==> src/rtl/scrf_pkg.sv <==
// ----------------------------------------------------------------------------
// Slider change report filter package
// Shared widths, command and reply codes, register indexes and the
// structures that pass between the top level, the slider lanes and the merge stage.
// ----------------------------------------------------------------------------
package scrf_pkg;

    // Channel configuration.
    localparam int NUM_CHANNELS  = 5;
    localparam int SLIDER_FIELDS = 5;
    localparam int NUM_LANES     = (NUM_CHANNELS < SLIDER_FIELDS) ? NUM_CHANNELS
                                                                  : SLIDER_FIELDS;

    // Field widths.
    localparam int VAL_W   = 11;
    localparam int THR_W   = 10;
    localparam int BURST_W = 8;
    localparam int CMD_W   = 2;
    localparam int REPLY_W = 2;
    localparam int MASK_W  = 5;
    localparam int CHAN_W  = 3;
    localparam int PCT_W   = 7;
    localparam int CFG_IDX_W  = 2;
    localparam int CFG_DATA_W = 10;

    // Percent scaling: value * 100 / 1024, saturated at 100.
    localparam int PCT_SHIFT = 10;
    localparam int PROD_W    = VAL_W + PCT_W;
    localparam logic [PROD_W-1:0] PCT_SCALE = PROD_W'(100);
    localparam logic [PCT_W-1:0]  PCT_MAX   = PCT_W'(100);

    // Command codes.
    localparam logic [CMD_W-1:0] CMD_FRAME      = 2'd0;
    localparam logic [CMD_W-1:0] CMD_HANDSHAKE  = 2'd1;
    localparam logic [CMD_W-1:0] CMD_DISCONNECT = 2'd2;

    // Reply codes.
    localparam logic [REPLY_W-1:0] REPLY_NONE      = 2'd0;
    localparam logic [REPLY_W-1:0] REPLY_HANDSHAKE = 2'd1;
    localparam logic [REPLY_W-1:0] REPLY_ACK       = 2'd2;

    // Configuration register indexes.
    localparam logic [CFG_IDX_W-1:0] CFG_SEND_THR  = 2'd0;
    localparam logic [CFG_IDX_W-1:0] CFG_DISP_THR  = 2'd1;
    localparam logic [CFG_IDX_W-1:0] CFG_BURST_LEN = 2'd2;

    // Register reset values.
    localparam logic [THR_W-1:0]   SEND_THR_RST  = 10'd8;
    localparam logic [THR_W-1:0]   DISP_THR_RST  = 10'd14;
    localparam logic [BURST_W-1:0] BURST_LEN_RST = 8'd20;

    // Control broadcast from the top level to every lane.
    typedef struct packed {
        logic             frame_go;   // connected frame request accepted
        logic             seeded;     // anchors hold a seeded value
        logic             primed;     // a last-sent set exists
        logic [THR_W-1:0] send_thr;
        logic [THR_W-1:0] disp_thr;
    } lane_ctl_t;

    // What one lane found for the current frame.
    typedef struct packed {
        logic             changed;    // moved past the send threshold
        logic             moved;      // moved past the display threshold
        logic [PCT_W-1:0] pct;        // saturated percent of the value
    } lane_res_t;

    // Merged view of all lanes.
    typedef struct packed {
        logic              any_changed;
        logic [MASK_W-1:0] mask;
        logic [CHAN_W-1:0] chan;
        logic [PCT_W-1:0]  pct;
    } merge_res_t;

endpackage

==> src/rtl/scrf_lane.sv <==
// ----------------------------------------------------------------------------
// Slider lane
// Holds the anchor and last-sent value of one slider, compares the new
// value against both thresholds and computes its display percent.
// ----------------------------------------------------------------------------
module scrf_lane (
    input  logic                       clk,
    input  logic                       rst_n,
    input  scrf_pkg::lane_ctl_t        ctl,
    input  logic                       commit_send,
    input  logic [scrf_pkg::VAL_W-1:0] value,
    output scrf_pkg::lane_res_t        res
);
    import scrf_pkg::*;

    logic [VAL_W-1:0]  anchor_reg;
    logic [VAL_W-1:0]  last_sent_reg;
    logic [VAL_W-1:0]  anchor_eff;
    logic [VAL_W-1:0]  send_diff;
    logic [VAL_W-1:0]  disp_diff;
    logic [PROD_W-1:0] prod;
    logic [PROD_W-PCT_SHIFT-1:0] pct_raw;

    // A frame that seeds the anchors compares against its own value.
    assign anchor_eff = ctl.seeded ? anchor_reg : value;

    // Absolute differences against the last-sent value and the anchor.
    assign send_diff = (value >= last_sent_reg) ? (value - last_sent_reg)
                                                : (last_sent_reg - value);
    assign disp_diff = (value >= anchor_eff) ? (value - anchor_eff)
                                             : (anchor_eff - value);

    // Percent of full scale, saturated for values above full scale.
    assign prod    = PROD_W'(value) * PCT_SCALE;
    assign pct_raw = prod[PROD_W-1:PCT_SHIFT];

    always_comb
    begin
        res.changed = ctl.primed && (send_diff > VAL_W'(ctl.send_thr));
        res.moved   = ctl.primed && (disp_diff > VAL_W'(ctl.disp_thr));
        res.pct     = (pct_raw > (PROD_W-PCT_SHIFT)'(PCT_MAX)) ? PCT_MAX
                                                               : pct_raw[PCT_W-1:0];
    end

    // Anchor and last-sent storage, cleared by reset.
    always_ff @(posedge clk or negedge rst_n)
    begin
        if (!rst_n)
        begin
            anchor_reg    <= '0;
            last_sent_reg <= '0;
        end
        else
        begin
            if (ctl.frame_go && (!ctl.seeded || res.moved))
            begin
                anchor_reg <= value;
            end
            if (ctl.frame_go && commit_send)
            begin
                last_sent_reg <= value;
            end
        end
    end

endmodule

==> src/rtl/scrf_merge.sv <==
// ----------------------------------------------------------------------------
// Lane merge
// Combines the lane results into the display mask, the highest flagged
// channel with its percent, and the any-slider-changed flag.
// ----------------------------------------------------------------------------
module scrf_merge (
    input  scrf_pkg::lane_res_t  lane_res [scrf_pkg::NUM_LANES],
    output scrf_pkg::merge_res_t res
);
    import scrf_pkg::*;

    // The highest flagged lane wins the channel and percent fields.
    always_comb
    begin
        res = '0;
        for (int i = 0; i < NUM_LANES; i++)
        begin
            if (lane_res[i].changed)
            begin
                res.any_changed = 1'b1;
            end
            if (lane_res[i].moved)
            begin
                res.mask[i] = 1'b1;
                res.chan    = CHAN_W'(i);
                res.pct     = lane_res[i].pct;
            end
        end
    end

endmodule

==> src/rtl/slider_change_report_filter_core.sv <==
// ----------------------------------------------------------------------------
// Slider change report filter core
// The result of an accepted request is held in the output register. The
// block takes one request per cycle while out_ready does not stall it, the
// lanes and the merge being a single combinational stage ahead of that register.
// Reset clears the connection, burst and seeding state and loads the
// register defaults; slider storage is seeded by the first connected frame.
// ----------------------------------------------------------------------------
module slider_change_report_filter_core (
    input  logic                            clk,
    input  logic                            rst_n,
    // Configuration write channel.
    input  logic                            cfg_valid,
    output logic                            cfg_ready,
    input  logic [scrf_pkg::CFG_IDX_W-1:0]  cfg_index,
    input  logic [scrf_pkg::CFG_DATA_W-1:0] cfg_data,
    // Input request channel.
    input  logic                            in_valid,
    output logic                            in_ready,
    input  logic [scrf_pkg::CMD_W-1:0]      command,
    input  logic [scrf_pkg::VAL_W-1:0]      slider_0,
    input  logic [scrf_pkg::VAL_W-1:0]      slider_1,
    input  logic [scrf_pkg::VAL_W-1:0]      slider_2,
    input  logic [scrf_pkg::VAL_W-1:0]      slider_3,
    input  logic [scrf_pkg::VAL_W-1:0]      slider_4,
    // Result channel.
    output logic                            out_valid,
    input  logic                            out_ready,
    output logic                            send_frame,
    output logic [scrf_pkg::REPLY_W-1:0]    reply,
    output logic [scrf_pkg::MASK_W-1:0]     display_mask,
    output logic [scrf_pkg::CHAN_W-1:0]     display_channel,
    output logic [scrf_pkg::PCT_W-1:0]      display_percent
);
    import scrf_pkg::*;

    // Configuration registers.
    logic [THR_W-1:0]   send_thr_reg;
    logic [THR_W-1:0]   disp_thr_reg;
    logic [BURST_W-1:0] burst_len_reg;

    // Connection and filter state.
    logic               connected_reg;
    logic [BURST_W-1:0] burst_left_reg;
    logic               last_sent_valid_reg;
    logic               anchor_seeded_reg;

    // Output register.
    logic               out_valid_reg;
    logic               send_frame_reg;
    logic [REPLY_W-1:0] reply_reg;
    logic [MASK_W-1:0]  mask_reg;
    logic [CHAN_W-1:0]  chan_reg;
    logic [PCT_W-1:0]   pct_reg;

    logic               accept;
    logic               frame_go;
    logic               do_send;
    logic               send_frame_next;
    logic [REPLY_W-1:0] reply_next;
    logic [MASK_W-1:0]  mask_next;
    logic [CHAN_W-1:0]  chan_next;
    logic [PCT_W-1:0]   pct_next;

    logic [VAL_W-1:0]   slider_val [SLIDER_FIELDS];
    lane_ctl_t          lane_ctl;
    lane_res_t          lane_res [NUM_LANES];
    merge_res_t         merged;

    // Handshakes: a new request enters whenever the output register frees up.
    assign cfg_ready = 1'b1;
    assign in_ready  = !out_valid_reg || out_ready;
    assign accept    = in_valid && in_ready;
    assign frame_go  = accept && (command == CMD_FRAME) && connected_reg;

    assign slider_val[0] = slider_0;
    assign slider_val[1] = slider_1;
    assign slider_val[2] = slider_2;
    assign slider_val[3] = slider_3;
    assign slider_val[4] = slider_4;

    // Control shared by every lane.
    always_comb
    begin
        lane_ctl.frame_go = frame_go;
        lane_ctl.seeded   = anchor_seeded_reg;
        lane_ctl.primed   = last_sent_valid_reg;
        lane_ctl.send_thr = send_thr_reg;
        lane_ctl.disp_thr = disp_thr_reg;
    end

    // One lane per used slider.
    for (genvar g = 0; g < NUM_LANES; g++)
    begin : g_lane
        scrf_lane u_lane (
            .clk         (clk),
            .rst_n       (rst_n),
            .ctl         (lane_ctl),
            .commit_send (do_send),
            .value       (slider_val[g]),
            .res         (lane_res[g])
        );
    end

    scrf_merge u_merge (
        .lane_res (lane_res),
        .res      (merged)
    );

    // The first frame, a pending burst or a real change sends the frame.
    assign do_send = !last_sent_valid_reg || (burst_left_reg != '0) || merged.any_changed;

    // Result fields for the accepted request.
    always_comb
    begin
        send_frame_next = 1'b0;
        reply_next      = REPLY_NONE;
        mask_next       = '0;
        chan_next       = '0;
        pct_next        = '0;
        case (command)
            CMD_HANDSHAKE:
            begin
                reply_next = REPLY_HANDSHAKE;
            end
            CMD_DISCONNECT:
            begin
                reply_next = REPLY_ACK;
            end
            CMD_FRAME:
            begin
                if (connected_reg)
                begin
                    send_frame_next = do_send;
                    mask_next       = merged.mask;
                    chan_next       = merged.chan;
                    pct_next        = merged.pct;
                end
            end
            default:
            begin
                send_frame_next = 1'b0;
            end
        endcase
    end

    // Configuration registers.
    always_ff @(posedge clk or negedge rst_n)
    begin
        if (!rst_n)
        begin
            send_thr_reg  <= SEND_THR_RST;
            disp_thr_reg  <= DISP_THR_RST;
            burst_len_reg <= BURST_LEN_RST;
        end
        else if (cfg_valid && cfg_ready)
        begin
            case (cfg_index)
                CFG_SEND_THR:  send_thr_reg  <= cfg_data;
                CFG_DISP_THR:  disp_thr_reg  <= cfg_data;
                CFG_BURST_LEN: burst_len_reg <= cfg_data[BURST_W-1:0];
                default:       send_thr_reg  <= send_thr_reg;
            endcase
        end
    end

    // Connection, burst and seeding state.
    always_ff @(posedge clk or negedge rst_n)
    begin
        if (!rst_n)
        begin
            connected_reg       <= 1'b0;
            burst_left_reg      <= '0;
            last_sent_valid_reg <= 1'b0;
            anchor_seeded_reg   <= 1'b0;
        end
        else if (accept)
        begin
            case (command)
                CMD_HANDSHAKE:
                begin
                    connected_reg  <= 1'b1;
                    burst_left_reg <= burst_len_reg;
                end
                CMD_DISCONNECT:
                begin
                    connected_reg <= 1'b0;
                end
                CMD_FRAME:
                begin
                    if (connected_reg)
                    begin
                        anchor_seeded_reg <= 1'b1;
                        if (last_sent_valid_reg && (burst_left_reg != '0))
                        begin
                            burst_left_reg <= burst_left_reg - 1'b1;
                        end
                        if (do_send)
                        begin
                            last_sent_valid_reg <= 1'b1;
                        end
                    end
                end
                default:
                begin
                    connected_reg <= connected_reg;
                end
            endcase
        end
    end

    // Output register valid flag.
    always_ff @(posedge clk or negedge rst_n)
    begin
        if (!rst_n)
        begin
            out_valid_reg <= 1'b0;
        end
        else if (in_ready)
        begin
            out_valid_reg <= in_valid;
        end
    end

    // Output register payload.
    always_ff @(posedge clk)
    begin
        if (accept)
        begin
            send_frame_reg <= send_frame_next;
            reply_reg      <= reply_next;
            mask_reg       <= mask_next;
            chan_reg       <= chan_next;
            pct_reg        <= pct_next;
        end
    end

    assign out_valid       = out_valid_reg;
    assign send_frame      = send_frame_reg;
    assign reply           = reply_reg;
    assign display_mask    = mask_reg;
    assign display_channel = chan_reg;
    assign display_percent = pct_reg;

    // A reply never comes with a frame send or a display update.
    a_reply_alone: assert property (@(posedge clk) disable iff (!rst_n)
        out_valid && (reply != REPLY_NONE) |-> !send_frame && (display_mask == '0))
        else $error("reply result carries frame or display fields");

    // An empty mask leaves the channel and percent at zero.
    a_empty_mask: assert property (@(posedge clk) disable iff (!rst_n)
        out_valid && (display_mask == '0) |-> (display_channel == '0) && (display_percent == '0))
        else $error("display fields set with an empty mask");

    // The channel is the highest bit set in the mask, and the percent saturates.
    a_highest_chan: assert property (@(posedge clk) disable iff (!rst_n)
        out_valid && (display_mask != '0)
            |-> ((display_mask >> display_channel) == MASK_W'(1)) && (display_percent <= PCT_MAX))
        else $error("display channel is not the highest flagged slider");

    // An accepted handshake leaves the block connected with the burst loaded.
    a_handshake: assert property (@(posedge clk) disable iff (!rst_n)
        accept && (command == CMD_HANDSHAKE)
            |=> connected_reg && (burst_left_reg == $past(burst_len_reg)))
        else $error("handshake did not connect and load the burst counter");

endmodule
==> config.mk <==
export PLATFORM = sky130hd
export DESIGN_NAME = slider_change_report_filter_core
export DESIGN_NICKNAME = d
export VERILOG_FILES = /design/src/rtl/scrf_pkg.sv /design/src/rtl/scrf_lane.sv /design/src/rtl/scrf_merge.sv /design/src/rtl/slider_change_report_filter_core.sv
export SDC_FILE = /design/constraint.sdc
export NUM_CORES = 1
export LEC_CHECK = 0
export CAP_MARGIN = 0
export CORE_ASPECT_RATIO = 2
export CORE_MARGIN = 5
export CORE_UTILIZATION = 35
export DETAILED_ROUTE_END_ITERATION = 10
export DONT_BUFFER_PORTS = 1
export RECOVER_POWER = 25
export SLEW_MARGIN = 20
export SYNTH_ARGS = -nofsm -noshare
export SYNTH_HDL_FRONTEND = slang
export SYNTH_SLANG_ARGS = --single-unit
==> constraint.sdc <==
create_clock -name clk -period 7.19 [get_ports clk]
set_input_delay 1.0785 -clock clk [delete_from_list [all_inputs] [get_ports clk]]
set_output_delay 1.0785 -clock clk [all_outputs]
set_load 0.01 [all_outputs]
==> impl_metrics.ini <==
[yosys]
yosysMostFrequentCell = ha_1
muxShareOfSynthArea_pct = 8.16
yosys-top-cells-count = ha_1 (493), inv_1 (362), nand2_1 (201)
syn_avg_cell_area_um2 = 8.59
synth_top_area_share_pct = 25.8
synth_simple_gate_area_share_pct = 11.5
synth_top_cell_by_area = ha_1
yosys_most_used_dff = dfrtp_1
synthDistinctLibCells = 85
synth_area_mm2 = 0.0239
yosys_register_bits = 167
synth_xor_area_share_pct = 4.80
synth-compound-area-share_pct = 20.8
synth_cells = 2782
async_flop_share_pct = 89.8
synthAdderAreaFrac_pct = 29.6
synth_top_family_by_area = adder cells
synthesis.yosys.warnings = 0
ys_seq_area_share_pct = 17.9
syn-num-nets = 3394
synth_edf_count = 17
synth_top_cells_by_area = ha_1 (26%), dfrtp_1 (15%), inv_1 (5.7%), mux2i_1 (4.9%), a21oi_1 (3.8%)

[flow_run]
max_cap_viol_count = 0

[clock_tree]
cts_hold_buf = 0
clock_latency_ps = 480
h-tree-depth = 4
post_cts_resized = 0
cts_setup_buffers = 0
cts.path.max_buffers = 2
tritoncts = done
clk_pin_slew_ps = 70
clockRootBuffer = clkbuf_16
cts.sinks = 167
cts_buffers = 17

[min_path]
hp-class = in -> async

[placement]
gp_congestion = 0.948
portBuffers = 0
hpwlAfterDp_um = 65000

[setup_path]
crit_required_ps = 7530
path_class = in -> reg
crit_path_frequent_cell = buf_4
path_delay_family = compound AO/OA/AOI/OAI gates
critPathLaunchType = input pin
arrival_ps = 6710
slowest_stage = o22a_1
ff2ff_path_depth = 23
slowest_delay_ps = 430
crit_path_end_kind = flop
critical_path_buf_inv_count = 4
cp_max_fo = 21
path_cells = inv_1, ha_1, nor2b_1, o211ai_1, a21boi_1, o311a_1, o22a_1, buf_4, mux2i_1, nor2b_1, a311o_1, a31oi_1, xnor2_1, ha_1, a21o_1, a21oi_1, o2111ai_1, nor4_1, buf_4, o2111ai_1, a2111oi_4, a21oi_4, buf_4, mux2i_1
cp_num_cells = 24

[sta]
max-slew-margin-rel_pct = 31.5
fin_tns_setup_ps = 0
fmax_mhz = 157
min_period_ps = 6380
tightest_slew_ps = 1020
skew_ps = 14.0
period_share_pct = 88.7
setup_viol = 0
drv_slew = 0
hold_viol_final = 0
rsz0062_at_grt = no

[pwr]
power.density_mw_per_mm2 = 444
finalPower_mw = 11.3
leakagePower_nw = 12.7
ir_worst_vdd_mv = 0.199

[drt]
wl_per_cell_um = 21.5
dr_total_vias = 20321
first_pass_iters = 7
drc = 0
postRouteAntennaNets = 0
viasPerCell = 5.55
drt_iter0_drc = 1183
totalWireLength_um = 78600

[layout]
drive_above_1_share_pct = 6.45
areaGrowthSynthToFinish_pct = 6.80
diodes = 0
nets = 3374

[floorplanning]
initial_core_util_pct = 35.3
dieArea_mm2 = 0.0740
rows = 135
coreArea_mm2 = 0.0677
die_x_um = 195
ioPinCount = 95
die-height_um = 380

[global_routing]
antenna_found_initial = 0
overflow = 0
grtUsageTotal_pct = 20.9
grt_pass1_vias = 21030
grt_pass1_wl_um = 120000
grt_max_degree = 151

[run_status]
status = finished, final reports clean
[kinds of logic (layout without fill, tap and decap cells)]
logic type	count (synthesis)	count (layout)
AO/OA/AOI/OAI	746	746
XOR/XNOR	131	131
adder cells (fa/ha/maj)	538	538
buffers and inverters	447	439
flip-flops	167	167
multiplexers	186	186
other	1	1
AND/OR/NAND/NOR	566	566
[placed cells by master, fill, tap and decap left out, types with 47 or more instances in the layout]
master   netlist  final
a21o_1        89     89
a21oi_1      181    180
dfrtp_1      144    143
ha_1         493    493
inv_1        362    362
mux2_2        68     68
mux2i_1      117    117
nand2_1      201    201
nor2_1        93     93
nor3_1        47     47
o21a_1        76     76
o21ai_0      158    158
xnor2_1       74     74
xor2_1        57     57
[layout make-up]
| type | count | area [um2] |
|---|---|---|
| Timing Repair Buffer | 46 | 358 |
| Inverter | 362 | 1360 |
| Sequential cell | 167 | 4280 |
| Multi-Input combinational cell | 2168 | 17900 |
| Clock inverter | 13 | 97.6 |
| Fill cell | 7004 | 42200 |
| Tap cell | 890 | 1110 |
| Clock buffer | 18 | 429 |
[worst reg2reg max path: cells and delay by family, from the launching register on]
kind                     cells  cell delay (ps)
AND/OR/NAND/NOR              6             1280
adder cells (fa/ha/maj)      2              620
multiplexers                 1              150
buffers and inverters        2              290
XOR/XNOR                     1              170
flip-flops                   1              860
AO/OA/AOI/OAI               11             2830
[per-stage QoR]
step | cell area (um2) | utilization, % | hold WS (ps) | std cells | worst slack, ps
4_1_cts | 25500 | 37.7 | 259 | 3664 | 897
5_1_grt | 25500 | 37.7 | 279 | 3664 | 257
3_3_place_gp | 25000 | 36.9 | 461 | 3633 | 423
3_5_place_dp | 25000 | 36.9 | 471 | 3633 | 428
2_1_floorplan | 23900 | - | 450 | 2782 | 1130
6_report | 25500 | 37.7 | 300 | 3664 | 814
[routing by layer]
metal  share of wire (%)  vias to the layer above  wire [um]  global-route usage [%]
met4                 6.4                        0       5010                    11.3
met1                  35                     9864      27700                    20.3
met2                  55                      455      43000                    41.0
met5                   0                        -          0                       0
met3                 3.7                      175       2930                    3.49
li1                    -                     9827          -                       -
[power breakdown]
group | total, mW | switching (mW) | internal (mW)
clock | 0.916 | 0.471 | 0.444
sequential | 1.56 | 0.255 | 1.31
combinational | 8.86 | 5.15 | 3.71
[worst paths after layout]
path / from / to / slack (ps)
setup / recovery: slider_3[1] / g_lane[1].u_lane.last_sent_reg[4]$_DFFE_PN0P_ / 810
hold / removal: rst_n / g_lane[1].u_lane.anchor_reg[1]$_DFFE_PN0P_ / 300
setup reg to reg: anchor_seeded_reg$_DFFE_PN0P_ / display_percent[0]$_SDFFCE_PN0P_ / 840
hold reg to reg: g_lane[3].u_lane.anchor_reg[9]$_DFFE_PN0P_ / g_lane[3].u_lane.anchor_reg[9]$_DFFE_PN0P_ / 480
max in group asynchronous: rst_n / g_lane[3].u_lane.last_sent_reg[2]$_DFFE_PN0P_ / 6370
min in group clk: g_lane[3].u_lane.anchor_reg[9]$_DFFE_PN0P_ / g_lane[3].u_lane.anchor_reg[9]$_DFFE_PN0P_ / 480
Note: power is estimated with default switching activity, not from simulation.
